## config.mk

```make
export PLATFORM = sky130hd
export DESIGN_NAME = mrpt_ctrl
export DESIGN_NICKNAME = d
export VERILOG_FILES = /design/src/sv/mrpt_pkg.sv /design/src/sv/mrpt_ctrl.sv
export SDC_FILE = /design/constraint.sdc
export NUM_CORES = 1
export LEC_CHECK = 0
export ABC_AREA = 1
export BUFFER_PORTS_ARGS = -buffer_cell sky130_fd_sc_hd__buf_2
export CAP_MARGIN = 10
export CORE_MARGIN = 5
export CORE_UTILIZATION = 58
export DETAILED_ROUTE_END_ITERATION = 8
export PLACE_DENSITY = 0.81
export REMOVE_ABC_BUFFERS = 1
export SLEW_MARGIN = 5
export SYNTH_ARGS = -nofsm -noshare
export SYNTH_HDL_FRONTEND = slang
export SYNTH_SLANG_ARGS = --single-unit
export TNS_END_PERCENT = 10
```

## constraint.sdc

```tcl
create_clock -name clk_i -period 2.2 [get_ports clk_i]
set_clock_uncertainty 0.2 [all_clocks]
set_input_delay 0.11 -clock clk_i [delete_from_list [all_inputs] [get_ports clk_i]]
set_output_delay 0.11 -clock clk_i [all_outputs]
set_load 0.01 [all_outputs]
```

## src/sv/mrpt_pkg.sv

```systemverilog
package mrpt_pkg;

  // Width of the raw witness word and the width of its step counter.
  localparam int unsigned RAW_W   = 31;
  localparam int unsigned RAW_CW  = 5;

  // Smallest number that takes a full round; smaller ones are decided at once.
  localparam int unsigned FIRST_FULL = 5;

  // Operand choice of the shared modular multiplier.
  typedef enum logic [1:0] {
    MUL_AB = 2'd0,  // acc * base, result to acc
    MUL_BB = 2'd1,  // base * base, result to base
    MUL_AA = 2'd2   // acc * acc, result to acc
  } mul_sel_e;

  typedef struct packed {
    logic     load;
    logic     div_step;
    logic     set_base;
    logic     exp_shift;
    logic     mul_start;
    mul_sel_e mul_sel;
    logic     mul_step;
    logic     mul_wb;
  } dp_cmd_t;

  typedef struct packed {
    logic small_num;
    logic small_comp;
    logic e_zero;
    logic e_lsb;
    logic acc_one;
    logic acc_nm1;
  } dp_status_t;

endpackage

```

## src/sv/mrpt_ctrl.sv

```systemverilog
module mrpt_ctrl import mrpt_pkg::*; #(
  parameter int unsigned NUMBER_WIDTH = 63
) (
  input  logic       clk_i,
  input  logic       rst_ni,
  input  logic       in_valid_i,
  input  logic       last_round_i,
  output logic       in_stall_o,
  output logic       out_valid_o,
  input  logic       out_stall_i,
  output logic       probably_prime_o,
  output dp_cmd_t    cmd_o,
  input  dp_status_t status_i
);

  localparam int unsigned W    = NUMBER_WIDTH;
  localparam int unsigned CW   = $clog2(W + 1);
  localparam int unsigned CNTW = (CW > RAW_CW) ? CW : RAW_CW;
  localparam int unsigned RW   = $clog2(W);

  localparam logic [3:0] S_IDLE     = 4'd0;
  localparam logic [3:0] S_CHECK    = 4'd1;
  localparam logic [3:0] S_DIV      = 4'd2;
  localparam logic [3:0] S_SETB     = 4'd3;
  localparam logic [3:0] S_STRIP    = 4'd4;
  localparam logic [3:0] S_POW_CHK  = 4'd5;
  localparam logic [3:0] S_POW_SQ   = 4'd6;
  localparam logic [3:0] S_POW_SHFT = 4'd7;
  localparam logic [3:0] S_MUL      = 4'd8;
  localparam logic [3:0] S_MUL_WB   = 4'd9;
  localparam logic [3:0] S_TEST1    = 4'd10;
  localparam logic [3:0] S_LOOP     = 4'd11;
  localparam logic [3:0] S_LOOP_CHK = 4'd12;
  localparam logic [3:0] S_DONE     = 4'd13;

  logic [3:0]    state_q, state_d, ret_q, ret_d;
  logic [CNTW-1:0] cnt_q, cnt_d;
  logic [RW-1:0] r_q, r_d, j_q, j_d;
  logic          last_q, last_d;
  logic          comp_q, comp_d;
  logic          seen_q, seen_d;
  logic          ov_q, ov_d;
  logic          pp_q, pp_d;

  always_comb begin
    state_d = state_q;
    ret_d   = ret_q;
    cnt_d   = cnt_q;
    r_d     = r_q;
    j_d     = j_q;
    last_d  = last_q;
    comp_d  = comp_q;
    seen_d  = seen_q;
    ov_d    = ov_q && out_stall_i;
    pp_d    = pp_q;
    cmd_o   = '0;
    cmd_o.mul_sel = MUL_AB;

    case (state_q)
      S_IDLE: begin
        if (in_valid_i) begin
          cmd_o.load = 1'b1;
          last_d     = last_round_i;
          state_d    = S_CHECK;
        end
      end
      S_CHECK: begin
        cnt_d = '0;
        r_d   = '0;
        if (status_i.small_num) begin
          comp_d  = status_i.small_comp;
          state_d = S_DONE;
        end else begin
          state_d = S_DIV;
        end
      end
      S_DIV: begin
        cmd_o.div_step = 1'b1;
        cnt_d = cnt_q + CNTW'(1);
        if (cnt_q == CNTW'(RAW_W - 1)) begin
          state_d = S_SETB;
        end
      end
      S_SETB: begin
        cmd_o.set_base = 1'b1;
        state_d = S_STRIP;
      end
      S_STRIP: begin
        if (status_i.e_lsb) begin
          state_d = S_POW_CHK;
        end else begin
          cmd_o.exp_shift = 1'b1;
          r_d = r_q + RW'(1);
        end
      end
      S_POW_CHK: begin
        if (status_i.e_zero) begin
          state_d = S_TEST1;
        end else if (status_i.e_lsb) begin
          cmd_o.mul_start = 1'b1;
          cmd_o.mul_sel   = MUL_AB;
          cnt_d   = '0;
          ret_d   = S_POW_SQ;
          state_d = S_MUL;
        end else begin
          state_d = S_POW_SQ;
        end
      end
      S_POW_SQ: begin
        cmd_o.mul_start = 1'b1;
        cmd_o.mul_sel   = MUL_BB;
        cnt_d   = '0;
        ret_d   = S_POW_SHFT;
        state_d = S_MUL;
      end
      S_POW_SHFT: begin
        cmd_o.exp_shift = 1'b1;
        state_d = S_POW_CHK;
      end
      S_MUL: begin
        cmd_o.mul_step = 1'b1;
        cnt_d = cnt_q + CNTW'(1);
        if (cnt_q == CNTW'(W - 1)) begin
          state_d = S_MUL_WB;
        end
      end
      S_MUL_WB: begin
        cmd_o.mul_wb = 1'b1;
        state_d = ret_q;
      end
      S_TEST1: begin
        j_d = '0;
        if (status_i.acc_one) begin
          comp_d  = 1'b0;
          state_d = S_DONE;
        end else begin
          state_d = S_LOOP;
        end
      end
      S_LOOP: begin
        if (j_q == r_q) begin
          comp_d  = 1'b1;
          state_d = S_DONE;
        end else if (status_i.acc_nm1) begin
          comp_d  = 1'b0;
          state_d = S_DONE;
        end else begin
          cmd_o.mul_start = 1'b1;
          cmd_o.mul_sel   = MUL_AA;
          cnt_d   = '0;
          ret_d   = S_LOOP_CHK;
          state_d = S_MUL;
        end
      end
      S_LOOP_CHK: begin
        if (status_i.acc_one) begin
          comp_d  = 1'b1;
          state_d = S_DONE;
        end else begin
          j_d     = j_q + RW'(1);
          state_d = S_LOOP;
        end
      end
      S_DONE: begin
        if (!last_q) begin
          seen_d  = seen_q || comp_q;
          state_d = S_IDLE;
        end else if (!(ov_q && out_stall_i)) begin
          ov_d    = 1'b1;
          pp_d    = !(seen_q || comp_q);
          seen_d  = 1'b0;
          state_d = S_IDLE;
        end
      end
      default: begin
        state_d = S_IDLE;
      end
    endcase
  end

  always_ff @(posedge clk_i or negedge rst_ni) begin
    if (!rst_ni) begin
      state_q <= S_IDLE;
      ret_q   <= S_IDLE;
      cnt_q   <= '0;
      r_q     <= '0;
      j_q     <= '0;
      last_q  <= 1'b0;
      comp_q  <= 1'b0;
      seen_q  <= 1'b0;
      ov_q    <= 1'b0;
    end else begin
      state_q <= state_d;
      ret_q   <= ret_d;
      cnt_q   <= cnt_d;
      r_q     <= r_d;
      j_q     <= j_d;
      last_q  <= last_d;
      comp_q  <= comp_d;
      seen_q  <= seen_d;
      ov_q    <= ov_d;
    end
  end

  always_ff @(posedge clk_i) begin
    pp_q <= pp_d;
  end

  assign in_stall_o       = (state_q != S_IDLE);
  assign out_valid_o      = ov_q;
  assign probably_prime_o = pp_q;

endmodule

```

# --- Yosys cells after proc, flatten, opt, wreduce, memory -nomap -nowiden ---
# Index checks and enable logic that the tools add are counted.
op_classes:
  addsub: 3
  muxes: 50
  n_reduce_logical: 22
  bitwise: 1
  eq_ne: 32
ops:
  columns: ["cell", "n"]
  rows:
  - ["$mux 4", 13]
  - ["$pmux 4 s13", 1]
  - ["$mux 6", 6]
  - ["$ne 2x2->1 const B", 14]
  - ["$eq 4x4->1 const B", 6]
  - ["$pmux 6 s2", 2]
  - ["$pmux 6 s4", 1]
  - ["$mux 3", 7]
  - ["$reduce_and 5->1", 4]
  - ["$add 6x1->6 const B", 3]
  - ["$eq 4x3->1 const B", 4]
  - ["$mux 1", 16]
  - ["$pmux 4 s3", 1]
  - ["$reduce_bool 4->1", 3]
  - ["$pmux 3 s3", 1]
  - ["$eq 4x2->1 const B", 2]
  - ["$reduce_and 2->1", 4]
  - ["$eq 6x5->1 const B", 1]
  - ["$eq 6x6->1", 1]
  - ["$eq 6x6->1 const B", 1]
  - ["$ne 3x3->1 const B", 2]
  - ["$reduce_or 2->1", 3]
  - ["$eq 4x1->1 const B", 1]
  - ["$logic_not 4->1", 1]
  - ["other kinds (9)", 10]
word_totals:
  register_bits: 31
  input_bits: 11
  wordCells: 118

# --- Longest topological paths before layout ---
# Gate-level depths: netlist of run 1.
logic_depth:
  depth_word: 4
  mapped_depth: 11
  mapped_depth_nobuf: 11

# --- Worst setup path before layout of run 1 ---
# Ideal clock, no wire load.
synth_timing:
  kind: "register to register"
  startpoint: "reg state_q[3]"
  endpoint: "reg ret_q[3]"
  n_path_buf: 0
  setup_time_ps: 119
  synth_period_minus_slack_ps: 1630
  stages_incl_launch_ff: 11
  slack_ps: 570
  arrival_ps: 1310
  cell_sequence: "dfrtp_1 > inv_2 > nand2_2 > nor2_1 > inv_1 > nand2_1 > inv_1 > nand2_1 > inv_1 > nand2_1 > nand2_1"
synth_between:
  elab_chain_len: 3
  word_cells_on_any_way: 10
  cone_classes: "7 x eq/ne; 1 x mux; 2 x reduce/logical"
synth_rtl:
  columns: ["element", "line_no", "text"]
  rows:
  - ["start, declared", "mrpt_ctrl.sv:36", "logic [3:0] state_q, state_d, ret_q, ret_d;"]
  - ["start signal, assigned", "mrpt_ctrl.sv:193", "state_q <= state_d;"]
  - ["$eq 4x4->1 or $eq 4x3->1 (tied branches)", "mrpt_ctrl.sv:59", "case (state_q)"]
  - ["$ne 2x2->1 (no line) or $reduce_bool 3->1 (tied branches)", null, null]
  - ["$reduce_and 5->1 (no line)", null, null]
  - ["end signal, assigned", "mrpt_ctrl.sv:194", "ret_q <= ret_d;"]
  - ["end, declared", "mrpt_ctrl.sv:36", null]
# Several ways; a longest one is shown, not always the timed one.
# A chain may end at the register's enable or synchronous reset.

# --- Worst setup path in the final report of run 1 ---
layout_timing:
  startpoint: "reg state_q[2]"
  endpoint: "reg state_q[1]"
layout_between:
  elab_chain_len: 3
  word_cells_on_any_way: 22
  cone_classes: "18 x eq/ne; 1 x mux; 3 x reduce/logical"
layout_rtl:
  columns: ["element", "line_no"]
  rows:
  - ["$eq 4x4->1 (tied with other cells)", "mrpt_ctrl.sv:59"]
  - ["$reduce_or 2->1 (no line) (tied with other cells)", null]
  - ["$pmux 4 s13 or $reduce_and 5->1 (tied branches)", null]
# Several ways; a longest one is shown, not always the timed one.

==> impl_results.md, run 1 <==
- CTS tree: built
- Finished Core Util: 0.6910
- Setup violators final: 0
- Place WS: 365.7 ps
- # rows: 21
- Worst slew pin tran: 693.2 ps
- Fin crit period: 2082 ps
- Post-synthesis cell count: 296
- Critical Path RT: 2230 ps
- RSZ-0062 raised after global routing: no
- Initial Util: 0.5977
- Synth async-reset ratio: 0.9677
- Hold depth: 5
- First-pass GRT wire length: 7.948 mm
- Die Footprint: 4711 sq um
- Die width: 68.64 um
- Setup crit end kind: flip-flop
- Hold path start: status_i[5]
- Via/cell ratio: 5.111
- Clk_lat worst skew: 340 ps
- Drt initial violations: 101
- Max Clk Rate: 480.3 MHz
- Layout cells sized above 1: 0.1437
- CP startpoint kind: flip-flop
- Area growth syn-to-layout: 15.62%
- PortBufs: 22
- Setup ws final: 118.1 ps
- Initial antenna violation count: 0
- Hold Worst Slack: 26.01 ps
- Most common cell in the netlist: nand2_1
- DR pass1 iterations: 5
- Vias in the first global route: 1,811
- Top cells by count, synth: nand2_1, inv_1, nor2_1, dfrtp_1, o21ai_0
- Total power: 2.362 mW
- Top cell type's share of synthesized area: 0.3764
- Max-Cap Viols: 0
- Mapped Avg Cell Area: 6.738 sq um
- Clock Tree Buf Depth: 2
- R2R Setup Slk: 120 ps
- Rel. slew slack: 0.5379
- Setup bufs post-CTS: 0
- Final instance area: 2306 sq um
- Number of synthesized flops with an enable pin: 1
- Placed inst area: 2162 sq um
- Area contributors post-synth: dfrtp_1, nand2_1, inv_1, nor2_1, o21ai_0
- Root Driver: clkbuf_4
- Min-Delay Endpoint: state_q[3]
- CORE AREA: 3337 sq um
- TNS Setup: 0 ps
- Htree depth: 2
- Total track usage: 0.2289
- Num CTS Buffers: 5
- Detail Route Antenna Nets: 0
- Overflow after GRT: 0
- Critical path type: reg -> reg
- Sequential element share of the synthesized area: 0.3915
- CTS clk-pin slew, worst paths: 90 ps
- Synth Register Bits: 31
- Via count of the routed design: 1,942
- Mapped cell area: 1994 sq um
- Final Net Count: 350
- Largest net degree at the start of global routing: 31
- Critical Path Fanout Max: 6
- Final Cycle Share: 0.9463
- Synth Warn #: 0
- Reg-to-Reg End: state_q[1]
- WL/cell: 12.16 um
- Reg2Reg Depth: 9
- Antenna Cells: 0
- Post-synth top flop: dfrtp_1
- DRC viols: 0
- Status: completed
- Pwr per Cell Area: 1024 nW/um^2
- Fill count: 308
- Area leader, netlist: dfrtp_1
- Total wire length: 4.620 mm
- IO Pins: 23
- Non-Filler Instances: 380
- Placed Instances: 364
- Final HPWL DP: 3.534 mm
- Clk sinks: 31
- Worst r2r src: state_q[2]
- Static Leakage: 1.293 nW
- Maximum vdd drop: 0.0005285 V
- RePlAce Congestion: 0.9402
- Synth unique cells: 26
- Final Max Slew Viols: 0
- Critical path arrival: 2110 ps
- Hold Fails Final Rpt: 0
- Worst Hold Class: in -> reg
- Die Span Y: 68.64 um
-- power breakdown --
group	leakage (nW)	total, mW	switching (mW)	internal (mW)
clock	0.0242	0.296	0.183	0.113
combinational	0.872	1.15	0.740	0.411
sequential	0.398	0.913	0.182	0.731
total	1.29	2.36	1.11	1.26
-- layout by cell type (no fill, tap or decap), drive strengths merged, types with 2 or more instances in the layout --
cell	instances
nand4	11
xor2	4
dfrtp	30
a21oi	8
ha	4
clkbuf	6
dlygate4sd3	10
xnor2	2
nor2	36
or2	2
nand3	14
o31ai	2
buf	22
nor3	2
nand2	111
o21ai	17
inv	49
-- flip-flops by register name, indices dropped and copies added (netlist names), 4 cells and up --
signal	count
cnt_q	6
j_q	6
r_q	6
ret_q	4
state_q	4
-- worst max path at each step --
| stage | start | to | cells past startpoint |
|---|---|---|---|
| final | state_q[2] | state_q[1] | 9 |
| after global routing | state_q[3] | cmd_o[4] | 7 |
| after CTS | state_q[2] | state_q[1] | 8 |
| after detailed placement | state_q[2] | state_q[0] | 8 |
| after global placement | state_q[2] | state_q[0] | 8 |
| after floorplan | state_q[3] | ret_q[3] | 10 |
-- layout make-up --
| type | instances | area [sq um] | share of cell area |
|---|---|---|---|
| multi-input combinational | 215 | 1028 | 0.4460 |
| sequential | 31 | 780.7 | 0.3386 |
| timing repair buffer | 32 | 210.2 | 0.09116 |
| inverter | 50 | 187.7 | 0.08139 |
| tap | 46 | 57.56 | 0.02496 |
| clock buffer | 6 | 41.29 | 0.01791 |
-- critical path, cell delays in order, from the launching register on --
cell and delay, ps:
dfrtp_1 460, nand2_1 140, clkinv_1 110, nand2_2 150
nand2_1 100, nand2_1 70, nand2_1 60, inv_1 50
nand4_1 60, dlygate4sd3_1 560
-- per-layer routing --
layer | part of all wire | routed length [um] | vias to the layer above | global-route usage
met5 | 0 | 0 | - | 0
met4 | 0.0080 | 37 | 0 | 0.07444
met3 | 0.069 | 318 | 4 | 0.05348
met2 | 0.46 | 2108 | 54 | 0.3528
met1 | 0.47 | 2156 | 883 | 0.3159
li1 | - | - | 1001 | -
-- kinds of logic after synthesis --
| kind of cell | after synthesis | share of synthesized area |
|---|---|---|
| DFF | 31 | 0.3915 |
| xor gates and xnor gates | 6 | 0.02635 |
| and+or+nand+nor | 177 | 0.3890 |
| buffers and inverters | 50 | 0.09410 |
| adders and majority gates | 4 | 0.02510 |
| AOI/OAI and AO/OA | 28 | 0.07403 |
-- repair_timing --
action                                 CTS  global route
hold buffers                            10             0
gates resized for setup                  0             1
setup endpoints to repair                0             2
endpoints found under the hold margin   38             0
(Power assumes the default switching activity.)
==> run 2: changes to the inputs <==
--- a/config.mk
+++ b/config.mk
@@ -9,10 +9,12 @@
 export BUFFER_PORTS_ARGS = -buffer_cell sky130_fd_sc_hd__buf_2
 export CAP_MARGIN = 10
 export CORE_MARGIN = 5
-export CORE_UTILIZATION = 58
+export CORE_UTILIZATION = 40
+export CTS_BUF_LIST = sky130_fd_sc_hd__clkbuf_4 sky130_fd_sc_hd__clkbuf_8 sky130_fd_sc_hd__clkbuf_16
 export DETAILED_ROUTE_END_ITERATION = 8
-export PLACE_DENSITY = 0.81
+export PLACE_DENSITY = 0.6
 export REMOVE_ABC_BUFFERS = 1
+export SKIP_CTS_REPAIR_TIMING = 1
 export SLEW_MARGIN = 5
 export SYNTH_ARGS = -nofsm -noshare
 export SYNTH_HDL_FRONTEND = slang
==> run 2 against run 1 <==
The flow now finishes with violations (negative hold slack). First-iteration DRC count is 43% higher. Via count decreased by 2.4%. Global-route usage fell by 6.5 points. Sequential cell count unchanged. Setup slack gained 120 ps. Critical endpoint is now cmd_o[4]. Largest cell class unchanged.
==> impl_results.md, run 2 (same netlist as run 1, synthesis figures left out) <==
- Setup crit end kind: output pin (was flip-flop)
- Clk sinks: 31 (unchanged)
- Maximum vdd drop: 0.0004644 V (was 0.0005285 V)
- Via count of the routed design: 1,895 (was 1,942)
- Total wire length: 4.622 mm (was 4.620 mm)
- Commonest cells after routing, fill and taps aside: nand2_1, inv_1, nor2_1 (was nand2_1, inv_1, nor2_1, dfrtp_1, buf_2)
- Slowest CP cell: dfrtp_1 (was dlygate4sd3_1)
- Die Footprint: 6498 sq um (was 4711 sq um)
- Max Clk Rate: 509.8 MHz (was 480.3 MHz)
- RePlAce Congestion: 0.8762 (was 0.9402)
- FF+latch area: 780.7 sq um (unchanged)
- Most common cell after layout, fill and taps aside: nand2_1 (unchanged)
- Initial Util: 0.4167 (was 0.5977)
- Rel. slew slack: 0.5228 (was 0.5379)
- CTS clk-pin slew, worst paths: 70 ps (was 90 ps)
- Failing checks: negative hold slack
- Total power: 2.476 mW (was 2.362 mW)
- Worst path bufs/invs: 2 (was 3)
- CP startpoint kind: flip-flop (unchanged)
- Status: finished with violations (was completed)
- CP max stage delay: 430 ps (was 560 ps)
- DR pass1 iterations: 4 (was 5)
- Htree depth: 2 (unchanged)
- Drt initial violations: 144 (was 101)
- Hold Worst Slack: -21.47 ps (was 26.01 ps)
- TNS Setup: 0 ps (unchanged)
- Max-Cap Viols: 0 (unchanged)
- Worst Hold Class: in -> reg (unchanged)
- WL/cell: 11.61 um (was 12.16 um)
- Fill count: 492 (was 308)
- Final Max Slew Viols: 0 (unchanged)
- Critical path arrival: 1650 ps (was 2110 ps)
- Die width: 80.61 um (was 68.64 um)
- Via/cell ratio: 4.761 (was 5.111)
- Clock Tree Buf Depth: 2 (unchanged)
- Critical Path Fanout Max: 5 (was 6)
- Area of the multi-input gates: 1026 sq um (was 1028 sq um)
- PortBufs: 22 (unchanged)
- Setup violators final: 0 (unchanged)
- Layout cells sized above 1: 0.1511 (was 0.1437)
- Vias in the first global route: 1,762 (was 1,811)
- DRC viols: 0 (unchanged)
- Crit path top cell by count: nand2_1 (unchanged)
- Antenna Cells: 0 (unchanged)
- Final Net Count: 345 (was 350)
- RSZ-0062 raised after global routing: no (unchanged)
- Final HPWL DP: 3.614 mm (was 3.534 mm)
- Met2 Usage GRT: 0.2492 (was 0.3528)
- Fin crit period: 1962 ps (was 2082 ps)
- Placed Instances: 385 (was 364)
- Crit path cell chain: inv_2 > nor2_1 > nand2_1 > nor2_1 > nand2_1 > nand2_1 > buf_2 (was nand2_1 > clkinv_1 > nand2_2 > nand2_1 > nand2_1 > nand2_1 > inv_1 > nand4_1 > dlygate4sd3_1)
- Critical Path RT: 1890 ps (was 2230 ps)
- Initial antenna violation count: 0 (unchanged)
- Overflow after GRT: 0 (unchanged)
- Total track usage: 0.1640 (was 0.2289)
- Non-Filler Instances: 398 (was 380)
- Die Span Y: 80.61 um (was 68.64 um)
- CTS tree: built (unchanged)
- Top flop regs: cnt_q: 6 flops, j_q: 6 flops, r_q: 6 flops (unchanged)
- IO Pins: 23 (unchanged)
- Num CTS Buffers: 5 (unchanged)
- Root Driver: clkbuf_8 (was clkbuf_4)
- Critical path's top delay family: simple AND/OR/NAND/NOR gates (was buffers and inverters)
- Largest net degree at the start of global routing: 31 (unchanged)
- GRT met1 Usage: 0.2273 (was 0.3159)
- Critical path type: reg -> out (was reg -> reg)
- Finished Core Util: 0.4863 (was 0.6910)
- Static Leakage: 1.298 nW (was 1.293 nW)
- # rows: 25 (was 21)
- Hold Fails Final Rpt: 1 (was 0)
- Grt met3 use: 0.04148 (was 0.05348)
- Final Cycle Share: 0.8917 (was 0.9463)
- Clk_lat worst skew: 280 ps (was 340 ps)
- Detail Route Antenna Nets: 0 (unchanged)
- Worst slew pin tran: 715.8 ps (was 693.2 ps)
- First-pass GRT wire length: 8.197 mm (was 7.948 mm)
- Pwr per Cell Area: 1064 nW/um^2 (was 1024 nW/um^2)
- Area growth syn-to-layout: 16.69% (was 15.62%)
- CORE AREA: 4786 sq um (was 3337 sq um)
- Most used routing layer: met2 (unchanged)
==> run 2: cell types whose count changed in the layout (fill, tap and decap cells not counted), sizes merged <==
cell	change
dlygate4sd3	-5
clkinv	+1
clkbuf	+1
==> run 2: where the power goes <==
group          switching, mW  internal (mW)  leakage, nW
Sequential             0.175          0.733        0.398
Combinational          0.724          0.385        0.851
Clock                  0.212          0.246       0.0491
==> run 2: per-layer routing <==
metal  vias up  share of wire
met5         -              0
met4         0          0.011
met3         4          0.044
met2        37           0.43
met1       863           0.51
li1        991              -
==> run 2: cell type report <==
type	count	share of cell area
well taps	67	0.03602
inverters	50	0.08065
flip-flops and latches	31	0.3355
clock inverters	1	0.002151
clock buffers	7	0.03602
repair buffers	27	0.06882
multi-input cells	215	0.4409
==> run 2: worst paths after layout <==
path                             start           to  slack (ps)  depth (start not counted)
min in group asynchronous       rst_ni       r_q[1]         220                          2
min                        status_i[1]       j_q[1]         -20                          4
min reg2reg                   ret_q[2]     ret_q[2]         270                          1
max                         state_q[3]     cmd_o[4]         240                          7
max in group asynchronous       rst_ni  out_valid_o        1120                          2
max reg2reg                 state_q[3]       r_q[2]         380                          6
==> run 2: tightest hold or removal path: cells and delay by family <==
family / cells / cell delay (ps)
AND/OR/NAND/NOR: 1 / 70
AO/OA/AOI/OAI: 1 / 70
buffers and inverters: 2 / 170
==> run 2: through the flow <==
stage	area (sq um)	setup WS, ps	hold slack (ps)
final	2327	238.3	-21.47
after global routing	2327	72.69	15.70
after CTS	2277	213.2	-284.8
after detailed placement	2188	410.2	10.66
after global placement	2188	358.3	4.568
after floorplan	1994	570.3	-385.6
